[config.mk]
export PLATFORM = sky130hd
export DESIGN_NAME = lru_result_cache_with_pending_jobs_unit
export DESIGN_NICKNAME = d
export VERILOG_FILES = /design/src/sv/lrc_pkg.sv /design/src/sv/lru_result_cache_with_pending_jobs_unit.sv /design/src/sv/lrc_ctrl.sv /design/src/sv/lrc_dpath.sv
export SDC_FILE = /design/constraint.sdc
export NUM_CORES = 2
export LEC_CHECK = 0
export BUFFER_PORTS_ARGS = -buffer_cell sky130_fd_sc_hd__buf_2
export CORE_AREA = 2 2 322 260
export DETAILED_ROUTE_END_ITERATION = 8
export DIE_AREA = 0 0 324 262
export SLEW_MARGIN = 25
export SYNTH_ARGS = -nofsm -noshare
export SYNTH_HDL_FRONTEND = slang
export SYNTH_SLANG_ARGS = --single-unit
[constraint.sdc]
create_clock -name clk -period 14.29 [get_ports clk]
set_clock_uncertainty 0.15 [all_clocks]
set_input_delay 4.287 -clock clk [delete_from_list [all_inputs] [get_ports clk]]
set_output_delay 4.287 -clock clk [all_outputs]
set_load 0.1 [all_outputs]
[src/sv/lrc_pkg.sv]
// Package for the LRU result cache with pending jobs.
// Holds the result status codes, controller states and control/status structs.
// No dependencies.
package lrc_pkg;

	typedef enum logic [2:0] {
		ST_BOUND    = 3'd0,
		ST_PENDING  = 3'd1,
		ST_STARTED  = 3'd2,
		ST_REJECTED = 3'd3,
		ST_DONE     = 3'd4
	} status_t;

	typedef enum logic [1:0] {
		S_IDLE,
		S_LOOK,
		S_SCAN,
		S_FILL
	} state_t;

	// controller -> datapath
	typedef struct packed {
		logic load;
		logic look;
		logic scan;
		logic fill;
	} cmd_t;

	// datapath -> controller
	typedef struct packed {
		logic need_scan;
		logic scan_last;
	} stat_t;

endpackage

[src/sv/lru_result_cache_with_pending_jobs_unit.sv]
// Top level of the LRU result cache with pending jobs.
// Joins lrc_ctrl (state machine) and lrc_dpath (slots, compare, scan); uses lrc_pkg.
//
// Usage:
//   Input channel: an item (action, key, done_slot) is taken at a rising edge with
//   start high and busy low. action 0 looks up key; action 1 marks done_slot ready if it is an in-use slot.
//   Result channel: exactly one result per item, shown for one cycle with
//   result_strobe high (status, slot, evicted). The receiver cannot stall it.
//   A done event, hit, fill of a free slot or rejection is decided in S_LOOK; its
//   result_strobe is registered from that decision. For such items busy is high
//   only in S_LOOK, so the next item can be taken once this one has been decided.
//   When a lookup misses, every slot is in use and some slot is ready, the oldest
//   ready slot is found by a scan over the stamp registers, one slot per cycle, then
//   replaced: such an item keeps busy high through S_LOOK, S_SCAN and S_FILL, and
//   its result_strobe rises at the same edge at which busy falls.
//   Reset (arst_n low) empties every slot, clears the ready marks and the use
//   counter; no clearing pass is needed, busy is low right after reset.
//   Only the low KEY_BITS bits of key are compared; the counter wraps at STAMP_BITS.
module lru_result_cache_with_pending_jobs_unit #(
	parameter int ENTRIES    = 8,
	parameter int KEY_BITS   = 64,
	parameter int STAMP_BITS = 32
) (
	input  logic        clk,
	input  logic        arst_n,
	input  logic        start,
	output logic        busy,
	input  logic        action,
	input  logic [63:0] key,
	input  logic [2:0]  done_slot,
	output logic        result_strobe,
	output logic [2:0]  status,
	output logic [2:0]  slot,
	output logic        evicted
);

	lrc_pkg::cmd_t  cmd;
	lrc_pkg::stat_t stat;

	lrc_ctrl u_ctrl (
		.clk    (clk),
		.arst_n (arst_n),
		.start  (start),
		.busy   (busy),
		.stat   (stat),
		.cmd    (cmd)
	);

	lrc_dpath #(
		.ENTRIES    (ENTRIES),
		.KEY_BITS   (KEY_BITS),
		.STAMP_BITS (STAMP_BITS)
	) u_dpath (
		.clk           (clk),
		.arst_n        (arst_n),
		.action        (action),
		.key           (key),
		.done_slot     (done_slot),
		.cmd           (cmd),
		.stat          (stat),
		.result_strobe (result_strobe),
		.status        (status),
		.slot          (slot),
		.evicted       (evicted)
	);

endmodule

[src/sv/lrc_ctrl.sv]
// Controller state machine of the LRU result cache.
// Sequences load, lookup, victim scan and victim fill; depends on lrc_pkg.
module lrc_ctrl (
	input  logic           clk,
	input  logic           arst_n,
	input  logic           start,
	output logic           busy,
	input  lrc_pkg::stat_t stat,
	output lrc_pkg::cmd_t  cmd
);

	lrc_pkg::state_t state_q, state_d;

	always_ff @(posedge clk or negedge arst_n) begin
		if (!arst_n) begin
			state_q <= lrc_pkg::S_IDLE;
		end else begin
			state_q <= state_d;
		end
	end

	always_comb begin
		state_d = state_q;
		unique case (state_q)
			lrc_pkg::S_IDLE: begin
				if (start) state_d = lrc_pkg::S_LOOK;
			end
			lrc_pkg::S_LOOK: begin
				state_d = stat.need_scan ? lrc_pkg::S_SCAN : lrc_pkg::S_IDLE;
			end
			lrc_pkg::S_SCAN: begin
				if (stat.scan_last) state_d = lrc_pkg::S_FILL;
			end
			lrc_pkg::S_FILL: begin
				state_d = lrc_pkg::S_IDLE;
			end
			default: begin
				state_d = lrc_pkg::S_IDLE;
			end
		endcase
	end

	always_comb begin
		cmd      = '0;
		busy     = 1'b1;
		unique case (state_q)
			lrc_pkg::S_IDLE: begin
				busy     = 1'b0;
				cmd.load = start;
			end
			lrc_pkg::S_LOOK: cmd.look = 1'b1;
			lrc_pkg::S_SCAN: cmd.scan = 1'b1;
			lrc_pkg::S_FILL: cmd.fill = 1'b1;
			default: busy = 1'b1;
		endcase
	end

endmodule

[src/sv/lrc_dpath.sv]
// Datapath of the LRU result cache: slot registers, parallel key compare,
// victim scan and result register. Driven by lrc_ctrl; depends on lrc_pkg.
module lrc_dpath #(
	parameter int ENTRIES    = 8,
	parameter int KEY_BITS   = 64,
	parameter int STAMP_BITS = 32
) (
	input  logic           clk,
	input  logic           arst_n,
	input  logic           action,
	input  logic [63:0]    key,
	input  logic [2:0]     done_slot,
	input  lrc_pkg::cmd_t  cmd,
	output lrc_pkg::stat_t stat,
	output logic           result_strobe,
	output logic [2:0]     status,
	output logic [2:0]     slot,
	output logic           evicted
);

	localparam int IW = $clog2(ENTRIES);

	// latched item
	logic                act_q;
	logic [KEY_BITS-1:0] key_q;
	logic [2:0]          dslot_q;

	// slot state
	logic [ENTRIES-1:0]    valid_q;
	logic [ENTRIES-1:0]    ready_q;
	logic [KEY_BITS-1:0]   key_mem_q   [ENTRIES];
	logic [STAMP_BITS-1:0] stamp_q     [ENTRIES];
	logic [STAMP_BITS-1:0] cnt_q;

	// victim scan
	logic [IW-1:0]         scan_idx_q;
	logic [IW-1:0]         best_idx_q;
	logic [STAMP_BITS-1:0] best_stamp_q;
	logic                  best_v_q;

	// result register
	lrc_pkg::status_t status_q;
	logic [2:0]       slot_q;
	logic             evicted_q;

	logic [ENTRIES-1:0]    hit_vec;
	logic                  hit_any;
	logic [IW-1:0]         hit_idx;
	logic                  free_any;
	logic [IW-1:0]         free_idx;
	logic                  ready_any;
	logic [STAMP_BITS-1:0] cnt_nxt;
	logic [IW-1:0]         done_idx;
	logic                  done_in_range;
	logic                  cand;

	logic                  res_we;
	lrc_pkg::status_t      res_status;
	logic [2:0]            res_slot;
	logic                  res_evict;
	logic                  fill_we;
	logic [IW-1:0]         fill_idx;
	logic                  stamp_we;
	logic [IW-1:0]         stamp_idx;
	logic [STAMP_BITS-1:0] stamp_val;
	logic                  ready_set;

	always_comb begin
		for (int i = 0; i < ENTRIES; i++) begin
			hit_vec[i] = valid_q[i] && (key_mem_q[i] == key_q);
		end
	end

	// lowest-numbered hit and lowest-numbered free slot
	always_comb begin
		hit_idx  = '0;
		free_idx = '0;
		for (int i = ENTRIES - 1; i >= 0; i--) begin
			if (hit_vec[i]) hit_idx = IW'(i);
			if (!valid_q[i]) free_idx = IW'(i);
		end
	end

	assign hit_any       = |hit_vec;
	assign free_any      = ~&valid_q;
	assign ready_any     = |ready_q;
	assign cnt_nxt       = cnt_q + STAMP_BITS'(1);
	assign done_in_range = 32'(dslot_q) < 32'(ENTRIES);
	assign done_idx      = IW'(dslot_q);

	assign cand = ready_q[scan_idx_q] && (!best_v_q || (stamp_q[scan_idx_q] < best_stamp_q));

	assign stat.need_scan = !act_q && !hit_any && !free_any && ready_any;
	assign stat.scan_last = (scan_idx_q == IW'(ENTRIES - 1));

	always_comb begin
		res_we     = 1'b0;
		res_status = lrc_pkg::ST_DONE;
		res_slot   = dslot_q;
		res_evict  = 1'b0;
		fill_we    = 1'b0;
		fill_idx   = free_idx;
		stamp_we   = 1'b0;
		stamp_idx  = hit_idx;
		stamp_val  = cnt_nxt;
		ready_set  = 1'b0;
		if (cmd.look) begin
			if (act_q) begin
				res_we    = 1'b1;
				ready_set = done_in_range && valid_q[done_idx];
			end else if (hit_any) begin
				res_we     = 1'b1;
				stamp_we   = 1'b1;
				res_status = ready_q[hit_idx] ? lrc_pkg::ST_BOUND : lrc_pkg::ST_PENDING;
				res_slot   = 3'(hit_idx);
			end else if (free_any) begin
				res_we     = 1'b1;
				fill_we    = 1'b1;
				stamp_we   = 1'b1;
				stamp_idx  = free_idx;
				res_status = lrc_pkg::ST_STARTED;
				res_slot   = 3'(free_idx);
			end else if (!ready_any) begin
				res_we     = 1'b1;
				res_status = lrc_pkg::ST_REJECTED;
				res_slot   = 3'd0;
			end
		end else if (cmd.fill) begin
			// counter already advanced during the lookup
			res_we     = 1'b1;
			fill_we    = 1'b1;
			fill_idx   = best_idx_q;
			stamp_we   = 1'b1;
			stamp_idx  = best_idx_q;
			stamp_val  = cnt_q;
			res_status = lrc_pkg::ST_STARTED;
			res_slot   = 3'(best_idx_q);
			res_evict  = 1'b1;
		end
	end

	always_ff @(posedge clk or negedge arst_n) begin
		if (!arst_n) begin
			valid_q       <= '0;
			ready_q       <= '0;
			cnt_q         <= '0;
			best_v_q      <= 1'b0;
			result_strobe <= 1'b0;
		end else begin
			result_strobe <= res_we;
			if (cmd.look && !act_q) cnt_q <= cnt_nxt;
			if (ready_set) ready_q[done_idx] <= 1'b1;
			if (fill_we) begin
				valid_q[fill_idx] <= 1'b1;
				ready_q[fill_idx] <= 1'b0;
			end
			if (cmd.look) begin
				best_v_q <= 1'b0;
			end else if (cmd.scan && cand) begin
				best_v_q <= 1'b1;
			end
		end
	end

	always_ff @(posedge clk) begin
		if (cmd.load) begin
			act_q   <= action;
			key_q   <= key[KEY_BITS-1:0];
			dslot_q <= done_slot;
		end
		if (fill_we) key_mem_q[fill_idx] <= key_q;
		if (stamp_we) stamp_q[stamp_idx] <= stamp_val;
		if (cmd.look) begin
			scan_idx_q <= '0;
		end else if (cmd.scan) begin
			scan_idx_q <= scan_idx_q + IW'(1);
			if (cand) begin
				best_idx_q   <= scan_idx_q;
				best_stamp_q <= stamp_q[scan_idx_q];
			end
		end
		if (res_we) begin
			status_q  <= res_status;
			slot_q    <= res_slot;
			evicted_q <= res_evict;
		end
	end

	assign status  = status_q;
	assign slot    = slot_q;
	assign evicted = evicted_q;

	a_ready_implies_valid: assert property (@(posedge clk) disable iff (!arst_n)
		(ready_q & ~valid_q) == '0)
		else $error("ready slot that is not valid");

	a_fill_has_victim: assert property (@(posedge clk) disable iff (!arst_n)
		cmd.fill |-> best_v_q)
		else $error("victim fill without a ready victim");

	a_evict_is_start: assert property (@(posedge clk) disable iff (!arst_n)
		(result_strobe && evicted_q) |-> (status_q == lrc_pkg::ST_STARTED))
		else $error("eviction reported on a result that started no job");

	a_strobe_source: assert property (@(posedge clk) disable iff (!arst_n)
		$rose(result_strobe) |-> $past(cmd.look || cmd.fill))
		else $error("result strobe without lookup or fill");

endmodule
# Yosys cells after proc, flatten, opt, wreduce, memory -nomap -nowiden
# Memories as Yosys holds them, arrays and structs flattened. A register that Yosys moved wholly into a read port is not among the register bits.
# Index checks and enable logic that the tools add are counted.
# W data, S select, Z words.
# op_classes
n_lt_le_gt_ge	7
n_reduce_logical	27
bitwise	5
n_mux	82
n_eq_ne	14
add_sub_neg	2
# ops
operator	n
$eq A64 B64 Y1	8
$mux W3	37
$mux W32	2
$add A32 B1 Y32 const B	1
$lt A32 B32 Y1	1
$mux W1	32
$logic_and A1 B1 Y1	16
$lt A3 B4 Y1 const B	4
$mux W8	2
$or A8 B8 Y8	2
$reduce_or A8 Y1	2
$bmux W1 S3	3
$and A8 B8 Y8	1
$not A8 Y8	1
$pmux W2 S4	1
$reduce_and A8 Y1	1
$demux W1 S3	2
$ge A3 B1 Y1 const B	2
$mux W2	3
$eq A2 B2 Y1 const B	2
$ne A2 B2 Y1 const B	2
$add A3 B1 Y3 const B	1
$eq A3 B3 Y1 const B	1
$logic_not A1 Y1	3
7 further kinds	7
# totals
ram_bits	768
output_inout_bits	9
n_memories	2
in_bits	71
elab_cells	154
ff_bits	165
# mem_list
memory	depth	width	read_ports	rd_ports_with_merged_regs	write_ports	line_no	text
u_dpath.key_mem_q	8	64	8	0	1	lrc_dpath.sv:31	logic [KEY_BITS-1:0] key_mem_q [ENTRIES];
u_dpath.stamp_q	8	32	1	1	1	lrc_dpath.sv:32	logic [STAMP_BITS-1:0] stamp_q [ENTRIES];

# Logic depth before layout (Yosys ltp)
# logic_depth
word_depth	17
ltp_mapped	16
depth_no_buf	14

# Modules after synthesis
# A second synthesis with hierarchy kept.
# hier_totals
cells_unflattened	2744
area_unflattened_um2	41177.0
# by_module_without_submodules
module	area_per_inst_um2	cells_per_inst	instances	seq_area_each_um2
lrc_dpath	41058.1	2733	1	27736.6
lrc_ctrl	118.9	11	1	50.0

# Least setup slack after synthesis
# No wires, ideal clock.
# synth_timing
kind	input to register
startpoint	input port start
endpoint	register u_dpath.act_q, enable pin
setup_ps	495
t_arrival_ps	7145
stages	2
path_slack_ps	6500
t_required_ps	13645
n_path_buf	0
cell_sequence	inv_1 nor2_1
# synth_rtl
element	line_no	text
start, declared	lru_result_cache_with_pending_jobs_unit.sv:26	input logic start,
end signal, assigned	lrc_dpath.sv:167	act_q <= action;
end, declared	lrc_dpath.sv:24	logic act_q;

==> flow_summary.toml <==
[synthesis]
synth_top_family_by_area = "XOR/XNOR gates"
synth-seq-cells = 936
synth_common_cells = "edfxtp_1, xnor2_1, xor2_1"
avgSynthCellArea_um2 = 16.4
muxShareOfSynthArea_pct = 4.94
synth_compound_area_share_pct = 3.64
synth_top_area_share_pct = 67.9
yosys.area_share.simple_pct = 6.31
synth_flop_cell = "edfxtp_1"
yosysMostFrequentCell = "edfxtp_1"
yosys.area.top_type = "edfxtp_1"
synthAdderAreaFrac_pct = 1.10
synthesis.nets = 2469
async_reset_ff_share_pct = 5.56
synth_xor_area_share_pct = 10.3
yosysSeqAreaShare_pct = 71.5
ys_types = 70
synthTopCellsByArea = "edfxtp_1, xnor2_1, mux4_2"
ys_warn_count = 0
synth-edff-count = 878
synth_area_um2 = 38800
synthCells = 2364

[placement]
hpwlAfterDp_um = 60600
place.gp.congestion = 0.948
dp_cells = 3523
io_buffer_count = 79

[sta]
fin_tns_setup_ps = 0
setup_viol = 0
min_period_ps = 6390
fmax_mhz = 156
min_period_over_period_pct = 44.7
timing.final.max_slew_violations = 0
finalHoldViolCount = 0
tightest_slew_ps = 1100
relSlewSlack_pct = 26.0
rsz0062_at_grt = "no"

[grt]
overflow = 0
grt_max_degree = 69
antenna_found_initial = 7
grt_pass1_wl_um = 141000
first_global_vias = 20800
grtUsageTotal_pct = 23.2

[layout]
fin_cells = 3701
drive_gt1_share_pct = 17.1
syn_to_final_growth_pct = 13.1
fin_nets = 2622
fill_cells = 6485

[route]
drtIter0Drc = 2419
drc = 0
wirelength_um = 97300
postRouteAntennaNets = 0
wl_per_cell_um = 26.3
dr_total_vias = 21100
drtPass1Iterations = 6
vias_per_cell = 5.71

[worst_hold_path]
holdCritPathClass = "register to register"

[critical_path]
critPathCaptureType = "output port"
crit_path_start_kind = "register"
worstPathMaxFanout = 12
cp.required_ps = 9850
path_class = "register to output port"
arrival_ps = 1950

[clock_network]
cts-resized-gates = 0
cts_tree = "yes"
clockRootBuffer = "clkbuf_16"
path_clk_slew_ps = 60
insertion_delay_ps = 670
clockBufferDepth = 3
holdBufCountCts = 0
cts_setup_buffers = 0
htree_num_levels = 3
cts_buffers = 94
tritoncts_num_sinks = 936

[run_status]
outcome = "finished clean"

[die]
design.core.area_um2 = 81700
die_height_um = 262
die_x_um = 324
dieArea_um2 = 84900
io_pins = 80
start_util_pct = 47.5
rows = 94

[power]
power_mw = 6.37
powerDensity_nw_per_um2 = 145
max-vdd-ir-drop_mv = 0.0872
leakage_nw = 14.9

[run]
maxCapViolations = 0
## per-layer routing
layer  track usage [%]  wire length [um]  up-vias  share of wire, %
li1                  -                 -     9236                 -
met2              32.4             40500      825                42
met3              5.76              9190      120               9.4
met5                 0                 0        -                 0
met1              36.4             45600    10900                47
met4              5.88              2110        0               2.2
## flip-flops by register name, indices dropped and copies added (netlist names), 3 cells and up, named ones only
signal / count
u_dpath.ready_q: 8
u_dpath.done_idx: 3
u_dpath.slot: 3
u_dpath.scan_idx_q: 3
u_dpath.key_q: 64
u_dpath.best_stamp_q: 32
u_dpath.stamp_q: 256
u_dpath.status: 3
u_dpath.valid_q: 8
u_dpath.key_mem_q: 512
u_dpath.best_idx_q: 3
u_dpath.cnt_q: 32
## cells by family (layout without fill, tap and decap cells)
logic type | Yosys count | in the layout
adders and majority gates | 34 | 34
muxes | 105 | 105
buffers and inverters | 196 | 428
and+or+nand+nor | 443 | 443
DFF | 936 | 936
other | 0 | 1
AOI/OAI and AO/OA | 191 | 191
xor gates and xnor gates | 459 | 459
## layout make-up
| cell class | count | area [um^2] | area share, % |
|---|---|---|---|
| diodes | 1 | 2.50 | 0.00570 |
| clock buffers | 118 | 2490 | 5.67 |
| clock inverters | 57 | 562 | 1.28 |
| inverters | 99 | 372 | 0.846 |
| multi-input cells | 1232 | 10300 | 23.5 |
| flip-flops and latches | 936 | 27800 | 63.3 |
| well taps | 1104 | 1380 | 3.14 |
| repair buffers | 154 | 995 | 2.26 |
## worst max-delay path, cell delays in order (launching register included)
cell     delay (ps)
dfrtp_1         580
or2_2           240
buf_2           460
## per-stage QoR
step | utilization (%) | worst slack, ps | cell area, um^2 | hold slack, ps
finish | 53.8 | 7900 | 43900 | 343
global route | 53.8 | 7850 | 43900 | 371
CTS | 53.7 | 7860 | 43900 | 344
detailed placement | 50.0 | 8340 | 40800 | 330
global placement | 49.9 | 8350 | 40800 | 326
floorplan | - | 6500 | 38800 | 311
## path summary, 6_finish.rpt
kind / startpoint / endpoint / slack [ps] / cells after the start
hold / removal: u_dpath.cnt_q[31]$_DFFE_PN0P_ / u_dpath.cnt_q[31]$_DFFE_PN0P_ / 340 / 1
setup reg to reg: register / u_dpath.best_stamp_q[8]$_DFFE_PP_ / 8650 / 15
max in group asynchronous: arst_n / u_dpath.result_strobe$_DFF_PN0_ / 9790 / 2
hold reg to reg: u_dpath.cnt_q[31]$_DFFE_PN0P_ / u_dpath.cnt_q[31]$_DFFE_PN0P_ / 340 / 1
setup / recovery: register / busy / 7900 / 2
min in group asynchronous: arst_n / u_dpath.cnt_q[22]$_DFFE_PN0P_ / 3630 / 2
## cells in the final DEF, fill, tap and decap left out, types with 7 or more instances in the layout
cell type / count
a21o_1: 18
a21oi_1: 31
a22o_1: 15
and3_1: 9
and4_1: 7
buf_2: 79
buf_4: 72
bufinv_16: 9
clkbuf_1: 19
clkbuf_16: 94
clkinv_1: 19
clkinv_2: 20
dfrtp_1: 52
edfxtp_1: 878
ha_1: 34
inv_1: 84
inv_2: 14
mux2_2: 35
mux4_2: 66
nand2_1: 59
nand2b_1: 54
nand3_1: 33
nand4_1: 98
nor2_1: 67
nor2_4: 9
nor2b_1: 18
nor3_1: 10
nor4_1: 47
o2111ai_1: 17
o21ai_0: 16
o221ai_1: 7
o22ai_1: 26
o2bb2ai_1: 15
xnor2_1: 354
xor2_1: 105
## power breakdown
part / total [mW] / leakage, nW / switching, mW / internal, mW
Clock: 2.45 / 1.51 / 1.05 / 1.40
Combinational: 0.593 / 4.36 / 0.388 / 0.205
Sequential: 3.33 / 9.00 / 0.108 / 3.22
(Power assumes the default switching activity.)
